### config.mk
export PLATFORM = sky130hd
export DESIGN_NAME = wifi_beacon_element_parser_unit
export DESIGN_NICKNAME = d
export VERILOG_FILES = /design/src/hw/rtl/wbep_pkg.sv /design/src/hw/rtl/wbep_fcs_align.sv /design/src/hw/rtl/wbep_ie_parse.sv /design/src/hw/rtl/wbep_res_fifo.sv /design/src/hw/rtl/wifi_beacon_element_parser_unit.sv
export SDC_FILE = /design/constraint.sdc
export NUM_CORES = 1
export LEC_CHECK = 0
export ABC_AREA = 0
export BUFFER_PORTS_ARGS = -buffer_cell sky130_fd_sc_hd__clkbuf_2
export CAP_MARGIN = 5
export CORE_MARGIN = 1.5
export CORE_UTILIZATION = 55
export DETAILED_ROUTE_END_ITERATION = 16
export GPL_ROUTABILITY_DRIVEN = 0
export HOLD_SLACK_MARGIN = 0.1
export PLACE_DENSITY = 0.84
export SLEW_MARGIN = 20
export SYNTH_ARGS = -nofsm -noshare
export SYNTH_HDL_FRONTEND = slang
export SYNTH_SLANG_ARGS = --single-unit
### constraint.sdc
create_clock -name clk -period 9.5 [get_ports clk]
set_input_delay 0.95 -clock clk [delete_from_list [all_inputs] [get_ports clk]]
set_output_delay 0.95 -clock clk [all_outputs]
set_load 0.03 [all_outputs]
### src/hw/rtl/wbep_pkg.sv
// Types, constants and register codes of the beacon element parser.
package wbep_pkg;

	localparam int FCS_BYTES = 4;
	localparam int DL_DEPTH  = (FCS_BYTES > 0) ? FCS_BYTES : 1;
	localparam int FILL_W    = $clog2(FCS_BYTES + 1);

	localparam int FIFO_DEPTH = 8;
	localparam int PTR_W      = $clog2(FIFO_DEPTH);
	localparam int CNT_W      = $clog2(FIFO_DEPTH + 1);

	localparam int CFG_IDX_W = 3;
	localparam logic [CFG_IDX_W-1:0] CFG_SSID_OFFSET = 3'd0;
	localparam logic [CFG_IDX_W-1:0] CFG_RATES_TAG   = 3'd1;
	localparam logic [CFG_IDX_W-1:0] CFG_CHANNEL_TAG = 3'd2;
	localparam logic [CFG_IDX_W-1:0] CFG_EXT_TAG     = 3'd3;
	localparam logic [CFG_IDX_W-1:0] CFG_IBSS_TAG    = 3'd4;

	localparam logic [7:0] RST_SSID_OFFSET = 8'd36;
	localparam logic [7:0] RST_RATES_TAG   = 8'd1;
	localparam logic [7:0] RST_CHANNEL_TAG = 8'd3;
	localparam logic [7:0] RST_EXT_TAG     = 8'd50;
	localparam logic [7:0] RST_IBSS_TAG    = 8'd6;

	localparam logic KIND_SSID    = 1'b0;
	localparam logic KIND_SUMMARY = 1'b1;

	localparam logic [15:0] POS_MAX = 16'hFFFF;

	typedef enum logic [7:0] {
		PH_WAIT  = 8'b0000_0001,
		PH_SLEN  = 8'b0000_0010,
		PH_SSID  = 8'b0000_0100,
		PH_TYPE  = 8'b0000_1000,
		PH_LEN   = 8'b0001_0000,
		PH_FIRST = 8'b0010_0000,
		PH_REST  = 8'b0100_0000,
		PH_IDLE  = 8'b1000_0000
	} phase_t;

	typedef struct packed {
		logic [7:0] ssid_offset;
		logic [7:0] rates_tag;
		logic [7:0] channel_tag;
		logic [7:0] ext_tag;
		logic [7:0] ibss_tag;
	} cfg_t;

	typedef struct packed {
		logic [7:0]  data_byte;
		logic        frame_end;
		logic [15:0] radio_header_length;
		logic        fcs_present;
	} item_t;

	// One byte released past the FCS hold-back, with its frame context.
	typedef struct packed {
		logic        valid;
		logic        have;
		logic [7:0]  data;
		logic [15:0] hdr_len;
		logic        frame_end;
	} rel_t;

	typedef struct packed {
		logic       kind;
		logic [7:0] ssid_char;
		logic [7:0] ssid_length;
		logic [7:0] max_rate;
		logic [7:0] channel_number;
		logic       adhoc_flag;
		logic       run_last;
	} result_t;

	typedef struct packed {
		logic    a_valid;
		result_t a;
		logic    b_valid;
		result_t b;
	} push_t;

endpackage

### src/hw/rtl/wbep_fcs_align.sv
// FCS hold-back line and per-frame sampling of header length and FCS flag.
module wbep_fcs_align import wbep_pkg::*; (
	input  logic  clk,
	input  logic  arst_n,
	input  logic  item_valid,
	input  item_t item,
	input  logic  pos_zero,
	output rel_t  rel
);

	logic [FILL_W-1:0] fill_q, fill_n;
	logic [7:0]        dl_q [DL_DEPTH];
	logic [7:0]        dl_n [DL_DEPTH];
	logic [15:0]       hl_q, hl_n;
	logic              fcs_q, fcs_n;
	logic              first;
	logic [15:0]       hl;
	logic              fcs;

	always_comb begin
		first = pos_zero && (fill_q == '0);
		hl    = first ? item.radio_header_length : hl_q;
		fcs   = first ? item.fcs_present : fcs_q;
		fill_n = fill_q;
		dl_n   = dl_q;
		hl_n   = hl_q;
		fcs_n  = fcs_q;
		rel.valid     = item_valid;
		rel.have      = 1'b0;
		rel.data      = item.data_byte;
		rel.hdr_len   = hl;
		rel.frame_end = item.frame_end;
		if (item_valid) begin
			hl_n  = hl;
			fcs_n = fcs;
			if (fcs && (FCS_BYTES > 0)) begin
				if (fill_q < FILL_W'(FCS_BYTES)) begin
					// still filling: hold the byte back
					for (int i = 0; i < DL_DEPTH; i++) begin
						if (fill_q == FILL_W'(i)) dl_n[i] = item.data_byte;
					end
					fill_n = fill_q + 1'b1;
				end else begin
					rel.have = 1'b1;
					rel.data = dl_q[0];
					for (int i = 0; i < DL_DEPTH - 1; i++) begin
						dl_n[i] = dl_q[i+1];
					end
					dl_n[DL_DEPTH-1] = item.data_byte;
				end
			end else begin
				rel.have = 1'b1;
			end
			if (item.frame_end) begin
				fill_n = '0;
				hl_n   = '0;
				fcs_n  = 1'b0;
			end
		end
	end

	always_ff @(posedge clk or negedge arst_n) begin
		if (!arst_n) begin
			fill_q <= '0;
			hl_q   <= '0;
			fcs_q  <= 1'b0;
		end else begin
			fill_q <= fill_n;
			hl_q   <= hl_n;
			fcs_q  <= fcs_n;
		end
	end

	always_ff @(posedge clk) begin
		dl_q <= dl_n;
	end

endmodule

### src/hw/rtl/wbep_ie_parse.sv
// Element walk: SSID location, rate maximum, DS channel, IBSS flag, summary.
module wbep_ie_parse import wbep_pkg::*; (
	input  logic  clk,
	input  logic  arst_n,
	input  cfg_t  cfg,
	input  rel_t  rel,
	output logic  pos_zero,
	output push_t push
);

	logic [15:0] pos_q, pos_n;
	phase_t      phase_q, phase_n;
	logic [7:0]  etype_q, etype_n;
	logic [7:0]  rem_q, rem_n;
	logic [7:0]  lv_q, lv_n;
	logic [7:0]  slen_q, slen_n;
	logic [7:0]  max_q, max_n;
	logic [7:0]  chan_q, chan_n;
	logic        adhoc_q, adhoc_n;
	logic [16:0] target;
	logic        fin;
	logic        fin_empty;
	logic        emit_ssid;

	assign pos_zero = (pos_q == '0);

	always_comb begin
		pos_n     = pos_q;
		phase_n   = phase_q;
		etype_n   = etype_q;
		rem_n     = rem_q;
		lv_n      = lv_q;
		slen_n    = slen_q;
		max_n     = max_q;
		chan_n    = chan_q;
		adhoc_n   = adhoc_q;
		fin       = 1'b0;
		fin_empty = 1'b0;
		emit_ssid = 1'b0;
		target    = {1'b0, rel.hdr_len} + {9'b0, cfg.ssid_offset};

		if (rel.valid && rel.have) begin
			if (pos_q != POS_MAX) pos_n = pos_q + 16'd1;
			unique case (phase_q)
				PH_WAIT: begin
					if ((target < {1'b0, POS_MAX}) && ({1'b0, pos_q} == target)) begin
						phase_n = PH_SLEN;
					end
				end
				PH_SLEN: begin
					slen_n  = rel.data;
					rem_n   = rel.data;
					phase_n = (rel.data != '0) ? PH_SSID : PH_IDLE;
				end
				PH_SSID: begin
					emit_ssid = 1'b1;
					rem_n     = rem_q - 8'd1;
					if (rem_q == 8'd1) phase_n = PH_TYPE;
				end
				PH_TYPE: begin
					etype_n = rel.data;
					phase_n = PH_LEN;
				end
				PH_LEN: begin
					rem_n = rel.data;
					if (rel.data == '0) begin
						fin       = 1'b1;
						fin_empty = 1'b1;
						phase_n   = PH_TYPE;
					end else begin
						phase_n = PH_FIRST;
					end
				end
				PH_FIRST, PH_REST: begin
					// a DS element keeps its first value byte
					if ((phase_q == PH_FIRST) || (etype_q != cfg.channel_tag)) begin
						lv_n = rel.data;
					end
					rem_n = rem_q - 8'd1;
					if (rem_q == 8'd1) begin
						fin     = 1'b1;
						phase_n = PH_TYPE;
					end else begin
						phase_n = PH_REST;
					end
				end
				PH_IDLE: begin
				end
				default: begin
				end
			endcase
		end

		// close an element; equal tag codes resolve in rates, DS, ext, IBSS order
		if (fin) begin
			if (etype_q == cfg.rates_tag) begin
				if (!fin_empty && (lv_n > max_q)) max_n = lv_n;
			end else if (etype_q == cfg.channel_tag) begin
				if (!fin_empty) chan_n = lv_n;
			end else if (etype_q == cfg.ext_tag) begin
				if (!fin_empty && (lv_n > max_q)) max_n = lv_n;
			end else if (etype_q == cfg.ibss_tag) begin
				adhoc_n = 1'b1;
			end
		end

		push.a_valid          = emit_ssid;
		push.a.kind           = KIND_SSID;
		push.a.ssid_char      = rel.data;
		push.a.ssid_length    = '0;
		push.a.max_rate       = '0;
		push.a.channel_number = '0;
		push.a.adhoc_flag     = 1'b0;
		push.a.run_last       = !rel.frame_end;

		push.b_valid          = rel.valid && rel.frame_end;
		push.b.kind           = KIND_SUMMARY;
		push.b.ssid_char      = '0;
		push.b.ssid_length    = slen_n;
		push.b.max_rate       = max_n;
		push.b.channel_number = chan_n;
		push.b.adhoc_flag     = adhoc_n;
		push.b.run_last       = 1'b1;

		// frame end: clear everything but the channel
		if (rel.valid && rel.frame_end) begin
			pos_n   = '0;
			phase_n = PH_WAIT;
			etype_n = '0;
			rem_n   = '0;
			lv_n    = '0;
			slen_n  = '0;
			max_n   = '0;
			adhoc_n = 1'b0;
		end
	end

	always_ff @(posedge clk or negedge arst_n) begin
		if (!arst_n) begin
			pos_q   <= '0;
			phase_q <= PH_WAIT;
			etype_q <= '0;
			rem_q   <= '0;
			lv_q    <= '0;
			slen_q  <= '0;
			max_q   <= '0;
			chan_q  <= '0;
			adhoc_q <= 1'b0;
		end else begin
			pos_q   <= pos_n;
			phase_q <= phase_n;
			etype_q <= etype_n;
			rem_q   <= rem_n;
			lv_q    <= lv_n;
			slen_q  <= slen_n;
			max_q   <= max_n;
			chan_q  <= chan_n;
			adhoc_q <= adhoc_n;
		end
	end

endmodule

### src/hw/rtl/wbep_res_fifo.sv
// Result queue taking up to two results a cycle and giving one beat a cycle while pop is high.
module wbep_res_fifo import wbep_pkg::*; (
	input  logic             clk,
	input  logic             arst_n,
	input  push_t            push,
	input  logic             pop,
	output result_t          head,
	output logic [CNT_W-1:0] count
);

	result_t          mem_q [FIFO_DEPTH];
	logic [PTR_W-1:0] wr_q, rd_q;
	logic [CNT_W-1:0] cnt_q;
	logic             w0_en, w1_en;
	result_t          w0, w1;
	logic [1:0]       n_push;
	logic [PTR_W-1:0] wr1;

	always_comb begin
		w0_en  = push.a_valid || push.b_valid;
		w0     = push.a_valid ? push.a : push.b;
		w1_en  = push.a_valid && push.b_valid;
		w1     = push.b;
		n_push = {1'b0, w0_en} + {1'b0, w1_en};
		wr1    = wr_q + 1'b1;
	end

	assign head  = mem_q[rd_q];
	assign count = cnt_q;

	always_ff @(posedge clk) begin
		if (w0_en) mem_q[wr_q] <= w0;
		if (w1_en) mem_q[wr1]  <= w1;
	end

	always_ff @(posedge clk or negedge arst_n) begin
		if (!arst_n) begin
			wr_q  <= '0;
			rd_q  <= '0;
			cnt_q <= '0;
		end else begin
			wr_q  <= wr_q + PTR_W'(n_push);
			if (pop) rd_q <= rd_q + 1'b1;
			cnt_q <= cnt_q + CNT_W'(n_push) - CNT_W'(pop);
		end
	end

endmodule

### src/hw/rtl/wifi_beacon_element_parser_unit.sv
// Top level of the beacon element parser: input stage, config, parse, result queue.
//
//   channel  handshake             payload
//   s_       s_tvalid / s_tready   tdata: data_byte, radio_header_length; tlast; tuser
//   m_       m_tvalid / m_tready   tdata: ssid fields and summary; tlast; tuser: kind
//   cfg_     cfg_valid / cfg_ready cfg_index, cfg_data
//
// One frame byte a cycle while s_tready holds: a beat is registered in the input
// stage, is parsed there and lands in an eight-entry result queue; the beat after
// it follows directly. s_tready drops when the queue could not hold two results
// for the staged beat and two for the next one. A frame-end beat that also
// releases an SSID byte yields two results and leaves as two output beats.
// arst_n clears all control state and loads the default tags and SSID offset.
module wifi_beacon_element_parser_unit import wbep_pkg::*; (
	input  logic                 clk,
	input  logic                 arst_n,
	input  logic                 s_tvalid,
	output logic                 s_tready,
	input  logic [23:0]          s_tdata,   // [7:0] data_byte, [23:8] radio_header_length
	input  logic                 s_tlast,   // frame_end
	input  logic                 s_tuser,   // fcs_present
	output logic                 m_tvalid,
	input  logic                 m_tready,
	output logic [39:0]          m_tdata,   // ssid_char, ssid_length, max_rate,
	                                        // channel_number, adhoc_flag, zero pad
	output logic                 m_tlast,   // run_last
	output logic                 m_tuser,   // result_kind
	input  logic                 cfg_valid,
	output logic                 cfg_ready,
	input  logic [CFG_IDX_W-1:0] cfg_index,
	input  logic [7:0]           cfg_data
);

	cfg_t             cfg_q;
	logic             valid_s1;
	item_t            item_s1;
	rel_t             rel;
	logic             pos_zero;
	push_t            push;
	result_t          head;
	logic [CNT_W-1:0] count;
	logic             pop;
	logic [CNT_W:0]   room_need;

	assign cfg_ready = 1'b1;

	always_ff @(posedge clk or negedge arst_n) begin
		if (!arst_n) begin
			cfg_q.ssid_offset <= RST_SSID_OFFSET;
			cfg_q.rates_tag   <= RST_RATES_TAG;
			cfg_q.channel_tag <= RST_CHANNEL_TAG;
			cfg_q.ext_tag     <= RST_EXT_TAG;
			cfg_q.ibss_tag    <= RST_IBSS_TAG;
		end else if (cfg_valid && cfg_ready) begin
			unique case (cfg_index)
				CFG_SSID_OFFSET: cfg_q.ssid_offset <= cfg_data;
				CFG_RATES_TAG:   cfg_q.rates_tag   <= cfg_data;
				CFG_CHANNEL_TAG: cfg_q.channel_tag <= cfg_data;
				CFG_EXT_TAG:     cfg_q.ext_tag     <= cfg_data;
				CFG_IBSS_TAG:    cfg_q.ibss_tag    <= cfg_data;
				default: begin
				end
			endcase
		end
	end

	// room for two results of the staged beat and two of the next
	assign room_need = {1'b0, count} + (valid_s1 ? (CNT_W+1)'(2) : '0);
	assign s_tready  = room_need <= (CNT_W+1)'(FIFO_DEPTH - 2);

	always_ff @(posedge clk or negedge arst_n) begin
		if (!arst_n) begin
			valid_s1 <= 1'b0;
		end else begin
			valid_s1 <= s_tvalid && s_tready;
		end
	end

	always_ff @(posedge clk) begin
		if (s_tvalid && s_tready) begin
			item_s1.data_byte           <= s_tdata[7:0];
			item_s1.frame_end           <= s_tlast;
			item_s1.radio_header_length <= s_tdata[23:8];
			item_s1.fcs_present         <= s_tuser;
		end
	end

	wbep_fcs_align u_align (
		.clk        (clk),
		.arst_n     (arst_n),
		.item_valid (valid_s1),
		.item       (item_s1),
		.pos_zero   (pos_zero),
		.rel        (rel)
	);

	wbep_ie_parse u_parse (
		.clk      (clk),
		.arst_n   (arst_n),
		.cfg      (cfg_q),
		.rel      (rel),
		.pos_zero (pos_zero),
		.push     (push)
	);

	assign pop = m_tvalid && m_tready;

	wbep_res_fifo u_fifo (
		.clk    (clk),
		.arst_n (arst_n),
		.push   (push),
		.pop    (pop),
		.head   (head),
		.count  (count)
	);

	assign m_tvalid = (count != '0);
	assign m_tdata  = {7'b0, head.adhoc_flag, head.channel_number, head.max_rate,
	                   head.ssid_length, head.ssid_char};
	assign m_tlast  = head.run_last;
	assign m_tuser  = head.kind;

endmodule

==> results.txt <==
----------------------------------------------------
[CTS]
  Count of instances resized after the clock tree is built ... 0
  Post-CTS clock slew at the launch and capture registers of the worst setup and hold paths ... ~0.060 ns
  Post-CTS Hold Buffers ... 0
  Clock buffer count from CTS ... 48
  Setup Buffers After CTS ... 0
  Number of levels the H-tree was split into ... 2
  CTS Root Cell ... sky130_fd_sc_hd__clkbuf_16
  Number of buffers on the longest clock path ... 3
  Sink Count ... 482
  TritonCTS clock tree ... yes
  Clock network latency to the later pin of the worst-skew pair ... around 0.61 ns

[Synth]
  Count leader, synth ... sky130_fd_sc_hd__nor2_1
  Mapped Area ... 22300 sq um
  Total of warnings raised by yosys ... 0
  Top FF cell, synth ... sky130_fd_sc_hd__edfxtp_1
  Number of synthesized flops with an enable pin ... 258
  Mean area per synthesized cell ... about 12 sq um
  Synth cell types ... 74
  Fraction of synthesis flops using an asynchronous set or reset pin ... 29.9%
  Fraction of synthesized cell area taken by the top area cell type ... 34.8%
  Portion of the post-synthesis area used by sequential elements ... 58.2%
  Most common library cells after synthesis ... sky130_fd_sc_hd__nor2_1 (313), sky130_fd_sc_hd__edfxtp_1 (258), sky130_fd_sc_hd__nand2_1 (134)
  Gate count of the mapped netlist ... 1817
  Top cells by area in the synthesized netlist ... sky130_fd_sc_hd__edfxtp_1 (35%), sky130_fd_sc_hd__dfrtp_1 (15%), sky130_fd_sc_hd__dfxtp_1 (7.2%)
  Post-synthesis cell type with the largest combined area ... sky130_fd_sc_hd__edfxtp_1
  Flops & latches, synth ... 482

[Timing]
  Final hold violation count ... 0
  Transition at the pin with the smallest max-transition slack ... 1.15 ns
  Clock skew after layout ... 0.0299 ns
  Final worst path period need ... 6.33 ns
  Max Slew Vio Count ... 0
  Worst slew margin relative to its limit ... 22.9%
  Number of failing setup endpoints in the final timing report ... 0
  Post-route fraction of the period consumed by the critical path ... 66.6%
  Unrepaired setup endpoints after global routing ... no
  Total negative slack ... 0 ns
  Fmax ... roughly 160 MHz

[Drt]
  Vias ... 15200
  1st-iter DRT viols ... 1528
  Remaining routing DRC violations ... 0
  Vias per Instance ... 6.21
  Router iterations before antenna repair ... 7
  Final routed wire length divided by cell count ... roughly 22 um
  Residual antenna-violating net count after detailed routing ... 0
  Total wire length after detailed routing ... between 50000 and 60000 um

[Layout]
  Layout cells sized above 1 ... 20.4%
  Area of the multi-input gates ... 8730 sq um
  Final Net Count ... 1967
  Number of cells in the finished layout apart from fillers ... 2448
  Area added between synthesis and finish ... 11.7%
  Finished Core Util ... 62.5%
  Antenna diode count ... 0
  Total of fill cells in the finished design ... just under 3000
  Area taken by flip-flops and latches ... 13000 sq um

[Die]
  Overall die width ... about 200 um
  Starting utilization of the core area ... a little under three fifths
  Number of top-level pins ... 87
  Number of rows in the core area ... 73
  Die Y ... 204 um
  Core box area ... between 30000 and 40000 sq um
  Total Die Area ... 41700 sq um

[Worst setup path]
  WP data arrival ... 6.61 ns
  Critical path class ... reg2reg
  Maximum fanout along the worst path ... 31
  Critical Path End Type ... flop
  Required time of the critical path ... 9.78 ns
  Startpoint class of the critical path ... flop

[Power]
  Peak supply drop ... 0.168 mV
  P per Cell Area ... 276 nW/um^2
  Static Leak ... 9.57 nW

[Placement]
  Post-Place Cells ... between 2000 and 2500
  Hpwl dp ... 33400 um
  Number of buffers inserted by port buffering ... 78

[Global route]
  Tot GR Track Use ... 26.7%
  Via count of the first global-routing pass ... 15400
  Global-route congestion overflow total ... 0
  Maximum number of pins on one net before global-route repair ... between 80 and 90
  Number of antenna violations at the first check in global routing ... 0
  Wire length of the first global-routing pass ... 85200 um

[Hold path]
  HP Class ... in2async

[Run status]
  Status ... finished clean

[Run]
  Max-cap violations ... 0

----------------------------------------------------
logic make-up after synthesis:
group	count (synthesis)	share of synthesized area, %
fa+ha+maj	42	2.46
simple gates	585	11.5
buf+inv	181	3.20
flops	482	58.2
xor+xnor	82	3.41
other cells	2	0.0337
compound gates	251	7.90
mux	192	13.3
per-stage QoR:
stage | power, W | cell area (sq um) | hold WS (ns) | worst slack (ns)
2_1_floorplan | 0.00434 | 22300 | 0.442 | 4.05
3_3_place_gp | 0.00491 | 23300 | 0.454 | 3.47
3_5_place_dp | 0.00497 | 23300 | 0.464 | 3.25
4_1_cts | 0.00688 | 24900 | 0.434 | 3.24
5_1_grt | 0.00718 | 24900 | 0.478 | 2.80
6_report | 0.00687 | 24900 | 0.430 | 3.17
report_power, final:
group / total, W / internal [W] / switching, W / leakage [nW]
registers: 0.00272 / 0.00249 / 0.000230 / 4.89
logic: 0.00224 / 0.000902 / 0.00134 / 3.91
clock network: 0.00191 / 0.00109 / 0.000820 / 0.768
final timing paths:
| check | start | endpoint | slack [ns] | cells past startpoint |
|---|---|---|---|---|
| max in group asynchronous | arst_n | u_fifo.rd_q[0] | 7.69 | 2 |
| max reg2reg | u_align.fill_q[2] | u_fifo.mem_q[3][15] | 3.17 | 17 |
| max | u_align.fill_q[2] | u_fifo.mem_q[3][15] | 3.17 | 17 |
| min reg2reg | u_fifo.rd_q[2] | u_fifo.rd_q[2] | 0.47 | 1 |
| min | arst_n | u_align.hl_q[10] | 0.43 | 1 |
| min in group clk | u_fifo.rd_q[2] | u_fifo.rd_q[2] | 0.47 | 1 |
critical path: stages, from the launching register on:
cell and delay, ns:
sky130_fd_sc_hd__dfrtp_1 0.74, sky130_fd_sc_hd__nor4_2 0.47, sky130_fd_sc_hd__nand4_1 0.28, sky130_fd_sc_hd__o211a_1 0.32
sky130_fd_sc_hd__a211o_1 0.46, sky130_fd_sc_hd__a2111oi_4 0.74, sky130_fd_sc_hd__mux2i_1 0.49, sky130_fd_sc_hd__ha_1 0.33
sky130_fd_sc_hd__nor2b_1 0.14, sky130_fd_sc_hd__o21a_1 0.18, sky130_fd_sc_hd__o21a_1 0.16, sky130_fd_sc_hd__o21a_1 0.16
sky130_fd_sc_hd__o21ai_0 0.13, sky130_fd_sc_hd__a21oi_1 0.10, sky130_fd_sc_hd__o31ai_2 0.39, sky130_fd_sc_hd__buf_4 0.28
sky130_fd_sc_hd__mux2i_2 0.47, sky130_fd_sc_hd__nor2_1 0.17
cells in the final DEF, fill, tap and decap left out, types with 35 or more instances in the layout:
cell,instances
sky130_fd_sc_hd__mux4_2,70
sky130_fd_sc_hd__nand2_1,134
sky130_fd_sc_hd__a21oi_1,37
sky130_fd_sc_hd__nor2_1,313
sky130_fd_sc_hd__clkbuf_16,50
sky130_fd_sc_hd__xnor2_1,44
sky130_fd_sc_hd__inv_1,78
sky130_fd_sc_hd__ha_1,39
sky130_fd_sc_hd__mux2_2,87
sky130_fd_sc_hd__dfxtp_1,80
sky130_fd_sc_hd__edfxtp_1,258
sky130_fd_sc_hd__xor2_1,35
sky130_fd_sc_hd__dfrtp_1,131
sky130_fd_sc_hd__o21ai_0,57
sky130_fd_sc_hd__a22o_1,66
sky130_fd_sc_hd__clkbuf_2,77
layout make-up:
class	count	share of cell area [%]
well taps	525	2.64
inverters	81	1.22
multi-input cells	1160	35.1
repair buffers	110	2.56
clock inverters	18	0.719
clock buffers	72	5.64
flip-flops and latches	482	52.1
flip-flops by register name (all words and copies together) (netlist names), 3 cells and up:
name and flops:
u_align.dl_q 32, u_fifo.rd_q 3, item_s1 26, u_fifo.wr_q 3
u_align.fill_q 3, u_parse.lv_q 8, u_parse.max_q 8, u_parse.pos_q 16
u_parse.slen_q 8, cfg_q 40, u_align.hl_q 16, u_fifo.mem_q 280
u_parse.etype_q 8, u_fifo.count 4, u_parse.phase_q 8, u_parse.chan_q 8
u_parse.rem_q 8
metal layers:
| layer | vias to the layer above | track usage (%) | wire length (um) |
|---|---|---|---|
| met5 | - | 0 | 0 |
| met4 | 0 | 11.0 | 1910 |
| met2 | 834 | 45.4 | 27100 |
| met3 | 141 | 5.02 | 4750 |
| met1 | 7557 | 33.7 | 20600 |
| li1 | 6665 | - | - |
Note: power is estimated with default switching activity, not from simulation.
